### src/rtl/core/dbi_pkg.sv
// ----------------------------------------------------------------------------
// dbi_pkg
// Shared types and constants for the depth bucket insert block.
// ----------------------------------------------------------------------------
package dbi_pkg;

    localparam int BUCKETS  = 4096;
    localparam int CAPACITY = 1024;

    localparam int BKT_W  = $clog2(BUCKETS);
    localparam int CAP_W  = $clog2(CAPACITY);
    localparam int CNT_W  = $clog2(CAPACITY + 1);
    localparam int POS_W  = 24;
    localparam int RNG_W  = 23;
    localparam int DIFF_W = POS_W + 1;
    localparam int SUM_W  = 2 * DIFF_W;
    localparam int ROOT_W = DIFF_W;
    localparam int PROD_W = ROOT_W + BKT_W;
    localparam int LIM_W  = RNG_W + BKT_W + 1;
    localparam int CMP_W  = (LIM_W > PROD_W) ? LIM_W : PROD_W;
    localparam int STAT_W = 2;

    localparam int ADDR_W = 4;
    localparam int DATA_W = 32;

    localparam logic [RNG_W-1:0] RANGE_RESET = RNG_W'(12800);

    localparam logic [1:0] REG_EYE_X       = 2'd0;
    localparam logic [1:0] REG_EYE_Y       = 2'd1;
    localparam logic [1:0] REG_EYE_Z       = 2'd2;
    localparam logic [1:0] REG_DEPTH_RANGE = 2'd3;

    localparam logic FUNC_INSERT = 1'b0;
    localparam logic FUNC_CLEAR  = 1'b1;

    localparam logic [STAT_W-1:0] STAT_INSERTED = 2'd0;
    localparam logic [STAT_W-1:0] STAT_FULL     = 2'd1;
    localparam logic [STAT_W-1:0] STAT_CLEARED  = 2'd2;

    typedef struct packed {
        logic                    func;
        logic signed [POS_W-1:0] pos_x;
        logic signed [POS_W-1:0] pos_y;
        logic signed [POS_W-1:0] pos_z;
    } in_item_t;

    typedef struct packed {
        logic [STAT_W-1:0] status;
        logic [CAP_W-1:0]  slot;
        logic [BKT_W-1:0]  bucket;
        logic [CNT_W-1:0]  prev_head;
    } out_item_t;

    typedef struct packed {
        logic signed [POS_W-1:0] eye_x;
        logic signed [POS_W-1:0] eye_y;
        logic signed [POS_W-1:0] eye_z;
        logic [RNG_W-1:0]        depth_range;
    } cfg_t;

    typedef struct packed {
        logic       capture;
        logic       sweep_init;
        logic       sweep_wr;
        logic       diff;
        logic       sq;
        logic       acc;
        logic [1:0] axis;
        logic       root_go;
        logic       scale;
        logic       clamp;
        logic       div_go;
        logic       div_take;
        logic       rd;
        logic       wr;
        logic       reply_ins;
        logic       reply_full;
        logic       reply_clr;
    } cmd_t;

    typedef struct packed {
        logic full;
        logic sweep_last;
        logic root_done;
        logic div_done;
        logic over;
    } stat_t;

endpackage

### src/rtl/core/dbi_ctrl.sv
// ----------------------------------------------------------------------------
// dbi_ctrl
// Controller state machine sequencing one request through the datapath.
// ----------------------------------------------------------------------------
module dbi_ctrl (
    input  logic           clk,
    input  logic           rst_n,
    input  logic           start,
    input  logic           func,
    input  dbi_pkg::stat_t stat,
    output dbi_pkg::cmd_t  cmd,
    output logic           busy
);
    import dbi_pkg::*;

    localparam logic [3:0] S_IDLE    = 4'd0;
    localparam logic [3:0] S_SWEEP   = 4'd1;
    localparam logic [3:0] S_FULL    = 4'd2;
    localparam logic [3:0] S_DIFF    = 4'd3;
    localparam logic [3:0] S_SQ      = 4'd4;
    localparam logic [3:0] S_ROOT_GO = 4'd5;
    localparam logic [3:0] S_ROOT    = 4'd6;
    localparam logic [3:0] S_SCALE   = 4'd7;
    localparam logic [3:0] S_CLAMP   = 4'd8;
    localparam logic [3:0] S_DIV     = 4'd9;
    localparam logic [3:0] S_READ    = 4'd10;
    localparam logic [3:0] S_WRITE   = 4'd11;

    logic [3:0] state_reg;
    logic [3:0] state_next;
    logic [1:0] axis_reg;
    logic [1:0] axis_next;
    logic       clr_reply_reg;
    logic       clr_reply_next;

    always_comb
    begin
        state_next     = state_reg;
        axis_next      = axis_reg;
        clr_reply_next = clr_reply_reg;
        cmd            = '0;
        cmd.axis       = axis_reg;
        unique case (state_reg)
            S_IDLE:
            begin
                if (start)
                begin
                    cmd.capture = 1'b1;
                    if (func == FUNC_CLEAR)
                    begin
                        cmd.sweep_init = 1'b1;
                        clr_reply_next = 1'b1;
                        state_next     = S_SWEEP;
                    end
                    else if (stat.full)
                    begin
                        state_next = S_FULL;
                    end
                    else
                    begin
                        state_next = S_DIFF;
                    end
                end
            end
            S_SWEEP:
            begin
                cmd.sweep_wr = 1'b1;
                if (stat.sweep_last)
                begin
                    cmd.reply_clr  = clr_reply_reg;
                    clr_reply_next = 1'b0;
                    state_next     = S_IDLE;
                end
            end
            S_FULL:
            begin
                cmd.reply_full = 1'b1;
                state_next     = S_IDLE;
            end
            S_DIFF:
            begin
                cmd.diff   = 1'b1;
                axis_next  = 2'd0;
                state_next = S_SQ;
            end
            S_SQ:
            begin
                cmd.sq    = (axis_reg != 2'd3);
                cmd.acc   = (axis_reg != 2'd0);
                axis_next = axis_reg + 1'b1;
                if (axis_reg == 2'd3)
                begin
                    state_next = S_ROOT_GO;
                end
            end
            S_ROOT_GO:
            begin
                cmd.root_go = 1'b1;
                state_next  = S_ROOT;
            end
            S_ROOT:
            begin
                if (stat.root_done)
                begin
                    state_next = S_SCALE;
                end
            end
            S_SCALE:
            begin
                cmd.scale  = 1'b1;
                state_next = S_CLAMP;
            end
            S_CLAMP:
            begin
                if (stat.over)
                begin
                    cmd.clamp  = 1'b1;
                    state_next = S_READ;
                end
                else
                begin
                    cmd.div_go = 1'b1;
                    state_next = S_DIV;
                end
            end
            S_DIV:
            begin
                if (stat.div_done)
                begin
                    cmd.div_take = 1'b1;
                    state_next   = S_READ;
                end
            end
            S_READ:
            begin
                cmd.rd     = 1'b1;
                state_next = S_WRITE;
            end
            S_WRITE:
            begin
                cmd.wr        = 1'b1;
                cmd.reply_ins = 1'b1;
                state_next    = S_IDLE;
            end
            default:
            begin
                state_next = S_IDLE;
            end
        endcase
    end

    always_ff @(posedge clk or negedge rst_n)
    begin
        if (!rst_n)
        begin
            state_reg     <= S_SWEEP;
            axis_reg      <= 2'd0;
            clr_reply_reg <= 1'b0;
        end
        else
        begin
            state_reg     <= state_next;
            axis_reg      <= axis_next;
            clr_reply_reg <= clr_reply_next;
        end
    end

    assign busy = (state_reg != S_IDLE);

endmodule

### config.mk
export PLATFORM = sky130hd
export DESIGN_NAME = dbi_ctrl
export DESIGN_NICKNAME = d
export VERILOG_FILES = /design/src/rtl/core/dbi_pkg.sv /design/src/rtl/core/dbi_ctrl.sv
export SDC_FILE = /design/constraint.sdc
export NUM_CORES = 1
export LEC_CHECK = 0
export BUFFER_PORTS_ARGS = -buffer_cell sky130_fd_sc_hd__clkbuf_2
export CAP_MARGIN = 20
export CORE_MARGIN = 5
export CORE_UTILIZATION = 40
export CTS_CLUSTER_DIAMETER = 80
export DETAILED_ROUTE_END_ITERATION = 10
export GPL_TIMING_DRIVEN = 0
export HOLD_SLACK_MARGIN = 0.15
export PLACE_DENSITY = 0.78
export SYNTH_ARGS = -nofsm -noshare
export SYNTH_HDL_FRONTEND = slang
export SYNTH_SLANG_ARGS = --single-unit
### constraint.sdc
create_clock -name clk -period 1.95 [get_ports clk]
set_clock_uncertainty 0.15 [all_clocks]
set_input_delay 0 -clock clk [delete_from_list [all_inputs] [get_ports clk]]
set_output_delay 0 -clock clk [all_outputs]
set_load 0.03 [all_outputs]
# Yosys cells after proc, flatten, opt, wreduce, memory -nomap -nowiden

Cells that the tools add are included.
W data, S select, Z words.

$add $sub $neg: 1
Equal/unequal tests: 19
Multiplexer cells: 32
Reduce and logical (&&, ||, !) cells: 7

Operators with widths:

| cell                  | count |
|---|---|
| $pmux W4 S10          | 1 |
| $mux W4               | 6 |
| $mux W1               | 17 |
| $eq A4 B3 Y1 const B  | 4 |
| $eq A4 B4 Y1 const B  | 4 |
| $ne A2 B2 Y1 const B  | 7 |
| $mux W2               | 6 |
| $eq A4 B2 Y1 const B  | 2 |
| $reduce_bool A2 Y1    | 3 |
| $reduce_and A5 Y1     | 1 |
| $eq A4 B1 Y1 const B  | 1 |
| $logic_not A4 Y1      | 1 |
| $pmux W2 S2           | 1 |
| $reduce_and A4 Y1     | 1 |
| $reduce_bool A4 Y1    | 1 |
| $add A2 B1 Y2 const B | 1 |
| $eq A2 B2 Y1 const B  | 1 |
| $pmux W1 S2           | 1 |

Register bits: 7
Output and inout port bits: 19
Logic and storage cells: 62

# Logic depth before layout (Yosys ltp)

Gate-level depths: netlist of the first run.

Word-level depth: 4
Depth in mapped cells: 5
Mapped depth without buffers: 4

# Worst setup path before layout of the first run

No wires, ideal clock.

Path kind: register -> output
Start point: register state_reg[0]
End point: output cmd[0] in the netlist's numbering
Arrival: 1.867 ns
Required time: 1.800 ns
Path slack: -0.067 ns
Stages on the path, launching flop included: 4
Path buffers: 0
Cell sequence: dfstp_2 -> nand2b_1 -> nor3_1 -> and3_1

RTL lines:

| element                | line            | source |
|---|---|---|
| from (decl)            | dbi_ctrl.sv:29  | `logic [3:0] state_reg;` |
| from (signal assigned) | dbi_ctrl.sv:162 | `state_reg <= state_next;` |
| to (decl)              | dbi_ctrl.sv:11  | `output dbi_pkg::cmd_t cmd,` |

# Worst setup path in the final report of the first run

Start point: register state_reg[0]
End point: register state_reg[1]

Word-level cells in the longest chain between the ends: 3

RTL lines:

| element                              | line           | source |
|---|---|---|
| $eq A4 B3 Y1 (tied with other cells) | dbi_ctrl.sv:43 | `unique case (state_reg)` |
| $ne A2 B2 Y1 (no line)               | --             |  |
| $reduce_and A5 Y1 (no line)          | --             |  |

Several ways; a longest one is shown, not always the timed one.
A chain may end at the register's enable or synchronous reset.

==> flow_metrics.tcl, run 1 <==
set metrics [dict create \
    outcome "finished clean" \
    multi_input_area_um2 367 \
    final_cell_area_um2 860 \
    rsz0062_at_grt "no" \
    dp_hpwl_mm 1.24 \
    path_buf_inv 2 \
    wl_per_cell_um 14.0 \
    synth.distinct_cells 28 \
    cts_buffers 3 \
    min_path_type "in -> reg" \
    yosysTopAreaCell "dfrtp_1" \
    cp.arrival_ns 1.88 \
    drc 0 \
    io_pins 28 \
    die_area_um2 2330 \
    initial_core_util_pct 43.5 \
    synthTopCellsByCount "nor2_1, nor3_1, dfrtp_1, nand2_1" \
    dieHeight_um 48.3 \
    synth.area.top_cells "dfrtp_1, nor2_1, nor3_1" \
    path_max_fanout 10 \
    maxCapViolations 0 \
    path_cells "buf_4 -> o31ai_2 -> dlygate4sd3_1 -> a21oi_1 -> mux2i_1" \
    synth_async_sr_flop_share_pct 100 \
    fmax_mhz 528 \
    core_area_um2 1350 \
    cts_tree "done" \
    min_period_over_period_pct 97.1 \
    yosysSeqAreaShare_pct 30.1 \
    worst_pin_slew_ns 0.331 \
    grt_pass1_vias 692 \
    std_cell_rows 13 \
    synth_seq_cells 7 \
    worst_path_largest_cell_delay_ns 0.57 \
    critPathTopFamily "buffers and inverters" \
    antenna_found_initial 0 \
    worst_path_max_delay_cell "dlygate4sd3_1" \
    clk_pin_slew_worst_paths_ns 0.06 \
    synth_cells 74 \
    viasPerCell 5.33 \
    cts.htree.levels 1 \
    end_kind "flop" \
    cts.sinks 7 \
    synth.most_common_cell "nor2_1" \
    start_kind "flop" \
    synth_nets 85 \
    ys_warn_count 0 \
    synth.top_cell.area_share_pct 25.6 \
    drive_above_1_share_pct 37.2 \
    avgSynthCellArea_um2 7.93 \
    synth_edf_count 0 \
    die_w_um 48.3 \
    synthFlopType "dfrtp_1" \
    track_usage_pct 16.1 \
    drtAntennaViolNets 0 \
    ir_drop_mv 0.808 \
    largest_reg_flops 4 \
    finalNetCount 125 \
    seq_area_um2 176 \
    port_buffers 27 \
    grt_pass1_wl_mm 3.07 \
    wirelength_mm 1.79 \
    grt_max_degree 11 \
    clk_latency_ns 0.26 \
    cts.path.max_buffers 2 \
    clockRootBuffer "clkbuf_4" \
    synth_area_um2 587 \
    power.density_nw_per_um2 1730 \
    period_minus_slack_ns 1.89 \
    crit_type "reg -> reg" \
    place.gp.congestion 0.805 \
    drt_iter0_drc 12 \
    hold_viol 0 \
    slew_violations 0 \
    dpl_cell_area_um2 746 \
    worstPathRequired_ns 1.93 \
    finalSetupTns_ns 0 \
    setup_viol 0 \
    via_count 682 \
    overflow 0 \
    p_leak_nw 0.444 \
    dr.pass1.iters 4 \
    nFillCells 113 \
    post_cts_buffers 0 \
    maxSlewHeadroom_pct 77.8 \
    synthToLayoutAreaGrowth_pct 46.5 \
    antennaDiodeCount 0 \
]
==> placed cells by master (no fill, tap or decap), types with 2 or more instances in the layout <==
| cell | netlist | routed |
|---|---|---|
| clkbuf_2 | 0 | 27 |
| nor2_1 | 11 | 11 |
| dlygate4sd3_1 | 0 | 8 |
| nand2_1 | 6 | 6 |
| nor3_1 | 7 | 6 |
| dfrtp_1 | 6 | 6 |
| inv_1 | 5 | 5 |
| a21oi_1 | 5 | 5 |
| nand2b_1 | 4 | 4 |
| buf_2 | 4 | 3 |
| buf_4 | 2 | 3 |
| mux2i_1 | 3 | 3 |
| clkbuf_4 | 0 | 3 |
| and3_1 | 2 | 2 |
| ha_1 | 2 | 2 |
==> worst reg2reg max path, delay by kind of cell, from the launching register on <==
family	cells	cell delay [ns]
buffers and inverters	2	0.74
DFF	1	0.56
AOI/OAI and AO/OA	2	0.23
muxes	1	0.09
==> routing by layer <==
layer	wire length, um	GRT usage (%)	share of wire [%]	vias up
met5	0	0	0	-
met4	55	7.37	3.1	0
met3	132	7.34	7.4	8
met2	876	26.1	49	25
met1	729	17.7	41	313
li1	-	-	-	336
==> power breakdown <==
group / leakage (nW) / switching, mW / internal, mW
registers: 0.0868 / 0.0652 / 0.226
clock network: 0.0150 / 0.0649 / 0.0788
logic: 0.342 / 0.674 / 0.375
==> through the flow <==
| stage | total power, mW | instances | setup slack [ns] | hold slack (ns) | util, % |
|---|---|---|---|---|---|
| 2_1_floorplan | 1.05 | 74 | 0.0589 | -0.446 | - |
| 3_3_place_gp | 1.26 | 116 | 0.234 | -0.305 | 55.2 |
| 3_5_place_dp | 1.29 | 116 | 0.206 | -0.297 | 55.2 |
| 4_1_cts | 1.46 | 128 | 0.0302 | 0.159 | 63.1 |
| 5_1_grt | 1.60 | 128 | 0.0103 | 0.202 | 63.7 |
| 6_report | 1.48 | 128 | 0.0567 | 0.158 | 63.7 |
==> final cells by class <==
cell class,instances,area share (%)
well taps,15,2.18
flip-flops and latches,7,20.5
clock buffers,4,3.06
inverters,5,2.18
plain buffers,6,4.37
multi-input cells,56,42.6
repair buffers,35,25.0
==> cell families (layout without fill, tap and decap cells) <==
logic type | after synthesis | after routing | share of synthesized area [%]
muxes | 4 | 4 | 7.04
adders and majority gates | 2 | 2 | 4.26
AOI/OAI and AO/OA | 13 | 13 | 17.5
buffers and inverters | 11 | 50 | 9.17
DFF | 7 | 7 | 30.1
and+or+nand+nor | 36 | 36 | 30.5
xor gates and xnor gates | 1 | 1 | 1.49
==> path summary, 6_finish.rpt <==
check / startpoint / end / slack, ns / depth (start not counted)
min reg2reg: clr_reply_reg / clr_reply_reg / 0.39 / 1
max in group asynchronous: rst_n / axis_reg[1] / 0.26 / 4
max: state_reg[0] / state_reg[1] / 0.06 / 5
min in group asynchronous: rst_n / state_reg[0] / 0.63 / 3
min: stat[1] / state_reg[1] / 0.16 / 4
max reg2reg: state_reg[0] / state_reg[1] / 0.06 / 5
==> timing repair <==
item	CTS	global route
gates resized for setup	0	3
hold buffers	8	0
setup endpoints to repair	0	1
hold endpoints to repair	10	0
No activity file was read; power rests on OpenSTA's default activity.
==> run 2: changes to the inputs <==
--- a/config.mk
+++ b/config.mk
@@ -7,7 +7,6 @@
 export LEC_CHECK = 0
 export BUFFER_PORTS_ARGS = -buffer_cell sky130_fd_sc_hd__clkbuf_2
 export CAP_MARGIN = 20
-export CORE_MARGIN = 5
 export CORE_UTILIZATION = 40
 export CTS_CLUSTER_DIAMETER = 80
 export DETAILED_ROUTE_END_ITERATION = 10
==> flow_metrics.tcl, run 2 (synthesis gave the netlist of run 1 again) <==
set metrics [dict create \
    outcome "finished clean" \
    setup_viol 0 \
    finalNetCount 125 \
    synthToLayoutAreaGrowth_pct 46.3 \
    nFillCells 121 \
    r2r_end "state_reg[1]" \
    final_core_util_pct 64.4 \
    drtAntennaViolNets 0 \
    worst_pin_slew_ns 0.334 \
    clk_pin_slew_worst_paths_ns 0.05 \
    worst_path_largest_cell_delay_ns 0.57 \
    die_area_um2 1620 \
    via_count 692 \
    drc 0 \
    cts_buffers 3 \
    grt_pass1_vias 574 \
    maxCapViolations 0 \
    antenna_found_initial 0 \
    ir_drop_mv 0.931 \
    cts.path.max_buffers 2 \
    layout_common_cells "clkbuf_2, nor2_1, dlygate4sd3_1" \
    period_minus_slack_ns 1.85 \
    overflow 0 \
    place.gp.congestion 0.790 \
    port_buffers 27 \
    power.density_nw_per_um2 1710 \
    track_usage_pct 23.2 \
    clockRootBuffer "clkbuf_4" \
    cts.sinks 7 \
    maxSlewHeadroom_pct 77.7 \
    antennaDiodeCount 0 \
    post_cts_buffers 0 \
    grt_pass1_wl_mm 2.48 \
    path_max_fanout 10 \
    r2r_slack_ns 0.10 \
    dpl_cell_area_um2 746 \
    crit_path_end "state_reg[1]" \
    power.total_mw 1.47 \
    final_cell_area_um2 858 \
    cts.htree.levels 1 \
    grt_max_degree 11 \
    setup_ws_ns 0.102 \
    wirelength_mm 1.70 \
    timing.rr.start "state_reg[0]" \
    crit_type "reg -> reg" \
    io_pins 28 \
    largest_reg_flops 4 \
    final_common_cell "clkbuf_2" \
    core_area_um2 1330 \
    drt_iter0_drc 26 \
    worstPathRequired_ns 1.92 \
    start_kind "flop" \
    slew_violations 0 \
    dieHeight_um 40.3 \
    path_cells "buf_6 -> o31ai_1 -> dlygate4sd3_1 -> a21oi_1 -> mux2i_1" \
    worst_path_max_delay_cell "dfstp_2" \
    dp_hpwl_mm 1.21 \
    die_w_um 40.3 \
    cp-startpoint "state_reg[0]" \
    rsz0062_at_grt "no" \
    wl_per_cell_um 13.3 \
    clk_latency_ns 0.25 \
    min_period_over_period_pct 94.8 \
    post-place-ws_ns 0.172 \
    p_leak_nw 0.443 \
    finalSetupTns_ns 0 \
    min_path_type "in -> out" \
    dr.pass1.iters 4 \
    fmax_mhz 541 \
    viasPerCell 5.41 \
    end_kind "flop" \
    cp.arrival_ns 1.82 \
    drive_above_1_share_pct 36.3 \
    hold_viol 0 \
    r2r_cells 5 \
    std_cell_rows 13 \
    cts_tree "done" \
    initial_core_util_pct 44.0 \
]
-- run 2: cell counts in the layout (fill, tap and decap cells not counted) --
No cell type changed its count.
-- run 2: repair_timing --
item                                    CTS  global route
endpoints found under the setup margin    0             2
hold buffers                              8             0
endpoints found under the hold margin    10             0
resized for setup                         0             3
-- run 2: worst max-delay path: cells and delay by family, from the launching register on --
family | cells | cell delay, ns
compound gates | 2 | 0.21
buf+inv | 2 | 0.69
flops | 1 | 0.57
mux | 1 | 0.09
-- run 2: routing by layer --
layer  routed length, um  GRT usage [%]
met3                 117           8.33
met4                  12           2.50
met5                   0              0
met2                 926           44.0
met1                 647           25.3
-- run 2: worst min path at each step --
stage	start	end	slack [ns]	cells after the start
after global routing	stat[0]	cmd[6]	0.22	3
after floorplan	rst_n	axis_reg[0]	-0.45	0
after CTS	stat[0]	cmd[6]	0.20	3
final	stat[0]	cmd[6]	0.20	3
after detailed placement	rst_n	state_reg[2]	-0.30	1
after global placement	rst_n	state_reg[2]	-0.30	1
-- run 2: stage by stage --
step | hold slack [ns] | instances
detailed placement | -0.301 | 116
global route | 0.223 | 128
global placement | -0.301 | 116
finish | 0.204 | 128
floorplan | -0.446 | 74
CTS | 0.197 | 128
-- run 2: layout make-up --
type                    count  area [um^2]  share of cell area [%]
flip-flops and latches      7          176                    20.6
clock buffers               4         26.3                    3.06
repair buffers             35          215                    25.1
well taps                  15         18.8                    2.19
multi-input cells          56          362                    42.1
inverters                   5         18.8                    2.19
plain buffers               6         41.3                    4.81
-- run 2: where the power goes --
part	switching, mW	internal [mW]	leakage, nW	total [mW]
sequential	0.0675	0.226	0.0868	0.293
clock	0.0534	0.0781	0.0150	0.131
combinational	0.670	0.377	0.341	1.05
total	0.791	0.681	0.443	1.47
==> run 3: changes to the inputs <==
==> constraint.sdc (replaced) <==
create_clock -name clk -period 1.95 [get_ports clk]
set_clock_uncertainty 0.15 [all_clocks]
set_input_delay 0 -clock clk [delete_from_list [all_inputs] [get_ports clk]]
set_output_delay 0 -clock clk [all_outputs]
set_load 0.01 [all_outputs]
==> flow_metrics.tcl, run 3 (synthesis gave the netlist of run 1 again) <==
set metrics [dict create \
    outcome "finished clean" \
    start_kind "flop" \
    die_area_um2 1620 \
    nFillCells 118 \
    std_cell_rows 13 \
    met3WireLength_um 76 \
    place.gp.congestion 0.818 \
    path_max_fanout 10 \
    drtAntennaViolNets 0 \
    core_area_um2 1330 \
    die_w_um 40.3 \
    antenna_found_initial 0 \
    viasPerCell 5.22 \
    p_leak_nw 0.445 \
    final_common_cell "clkbuf_2" \
    end_kind "flop" \
    cts.sinks 7 \
    seq_area_um2 176 \
    slew_violations 0 \
    seq_power_share_pct 22.5 \
    cts.htree.levels 1 \
    crit_type "reg -> reg" \
    overflow 0 \
    maxSlewHeadroom_pct 77.4 \
    dieHeight_um 40.3 \
    setup_viol 0 \
    post_cts_buffers 0 \
    cp.arrival_ns 1.90 \
    worst_pin_slew_ns 0.336 \
    track_usage_pct 20.4 \
    rsz0062_at_grt "no" \
    final_cell_area_um2 863 \
    cts_buffers 3 \
    path_cells "buf_2 -> o31ai_1 -> dlygate4sd3_1 -> a21oi_1 -> mux2i_1" \
    finalSetupTns_ns 0 \
    drt_iter0_drc 20 \
    min_path_cells 5 \
    layout_common_cells "clkbuf_2, nor2_1, dlygate4sd3_1" \
    wl_per_cell_um 12.1 \
    grt_pass1_wl_mm 2.08 \
    io_pins 28 \
    period_minus_slack_ns 1.87 \
    hold_viol 0 \
    min_path_type "in -> reg" \
    clk_latency_ns 0.26 \
    power_frac_comb_pct 67.2 \
    clockRootBuffer "clkbuf_4" \
    wirelength_met1_um 682 \
    ir_drop_mv 0.796 \
    grt_pass1_vias 534 \
    worst_path_largest_cell_delay_ns 0.60 \
    initial_core_util_pct 44.0 \
    cts.path.max_buffers 2 \
    worstPathRequired_ns 1.97 \
    dr_wl_met2_um 782 \
    port_buffers 27 \
    drive_above_1_share_pct 35.1 \
    finalNetCount 126 \
    drc 0 \
    clk_pin_slew_worst_paths_ns 0.05 \
    hold_slack_ns 0.152 \
    maxCapViolations 0 \
    fmax_mhz 534 \
    wirelength_mm 1.56 \
    min_period_over_period_pct 96.0 \
    power.density_nw_per_um2 1500 \
    cts_tree "done" \
    worst_path_max_delay_cell "dlygate4sd3_1" \
    synthToLayoutAreaGrowth_pct 47.1 \
    multi_input_area_um2 357 \
    pwr-share-clk_pct 10.3 \
    antennaDiodeCount 0 \
    dr.pass1.iters 4 \
    switching_share_pct 47.5 \
    power.switching_mw 0.615 \
    via_count 673 \
    internal-power_mw 0.680 \
    grt_max_degree 11 \
    largest_reg_flops 4 \
    maxUsedRoutingLayer "met4" \
    dp_hpwl_mm 1.09 \
    dpl_cell_area_um2 741 \
    r2r_cells 5 \
]
==> run 3: cell count changes in the layout (fill, tap and decap cells not counted) <==
cell,change
nor3_2,-1
dlygate4sd3_1,+1
nor3_1,+1
==> run 3: worst paths after layout <==
kind | startpoint | endpoint | slack [ns]
max in group asynchronous | rst_n | axis_reg[1] | 0.27
worst min-delay path | stat[4] | state_reg[0] | 0.15
min in group asynchronous | rst_n | state_reg[0] | 0.65
worst max register to register | state_reg[3] | state_reg[1] | 0.08
worst max-delay path | state_reg[3] | state_reg[1] | 0.08
worst min register to register | clr_reply_reg | clr_reply_reg | 0.38
==> run 3: routing by layer <==
layer	vias to the layer above	global-route usage (%)
met1	306	18.3
met5	-	0
li1	342	-
met4	0	5.00
met2	21	39.9
met3	4	10.0
==> run 3: power groups by stage <==
stage	clock (mW)	combinational, mW	sequential (mW)
6_report	0.133	0.870	0.292
5_1_grt	0.148	0.965	0.300
4_1_cts	0.138	0.855	0.287
3_5_place_dp	0	0.822	0.288
3_3_place_gp	0	0.803	0.284
2_1_floorplan	0	0.599	0.285
==> run 3: area by class of cell <==
cell class / count / area share [%]
tap: 15 / 2.17
clock buffer: 4 / 3.04
buffer: 6 / 4.78
sequential: 7 / 20.4
timing repair buffer: 36 / 26.1
inverter: 5 / 2.17
multi-input combinational: 56 / 41.3
==> run 3: stage by stage <==
stage                     cells  setup WS [ns]  util (%)  power (mW)
after floorplan              74          0.309         -       0.883
after global placement      116          0.236      55.5        1.09
after detailed placement    116          0.218      55.5        1.11
after CTS                   129         0.0428      64.3        1.28
after global routing        129         0.0157      64.7        1.41
final                       129         0.0775      64.7        1.30
==> run 3: critical path: cells and delay by family, from the launching register on <==
family / cells / cell delay (ns)
multiplexers: 1 / 0.13
AO/OA/AOI/OAI: 2 / 0.33
buffers and inverters: 2 / 0.79
flip-flops: 1 / 0.40
==> run 3: repair_timing <==
item / CTS / global route
resized for setup: 0 / 3
hold endpoints to repair: 11 / 0
hold buffers: 9 / 0
endpoints found under the setup margin: 0 / 1
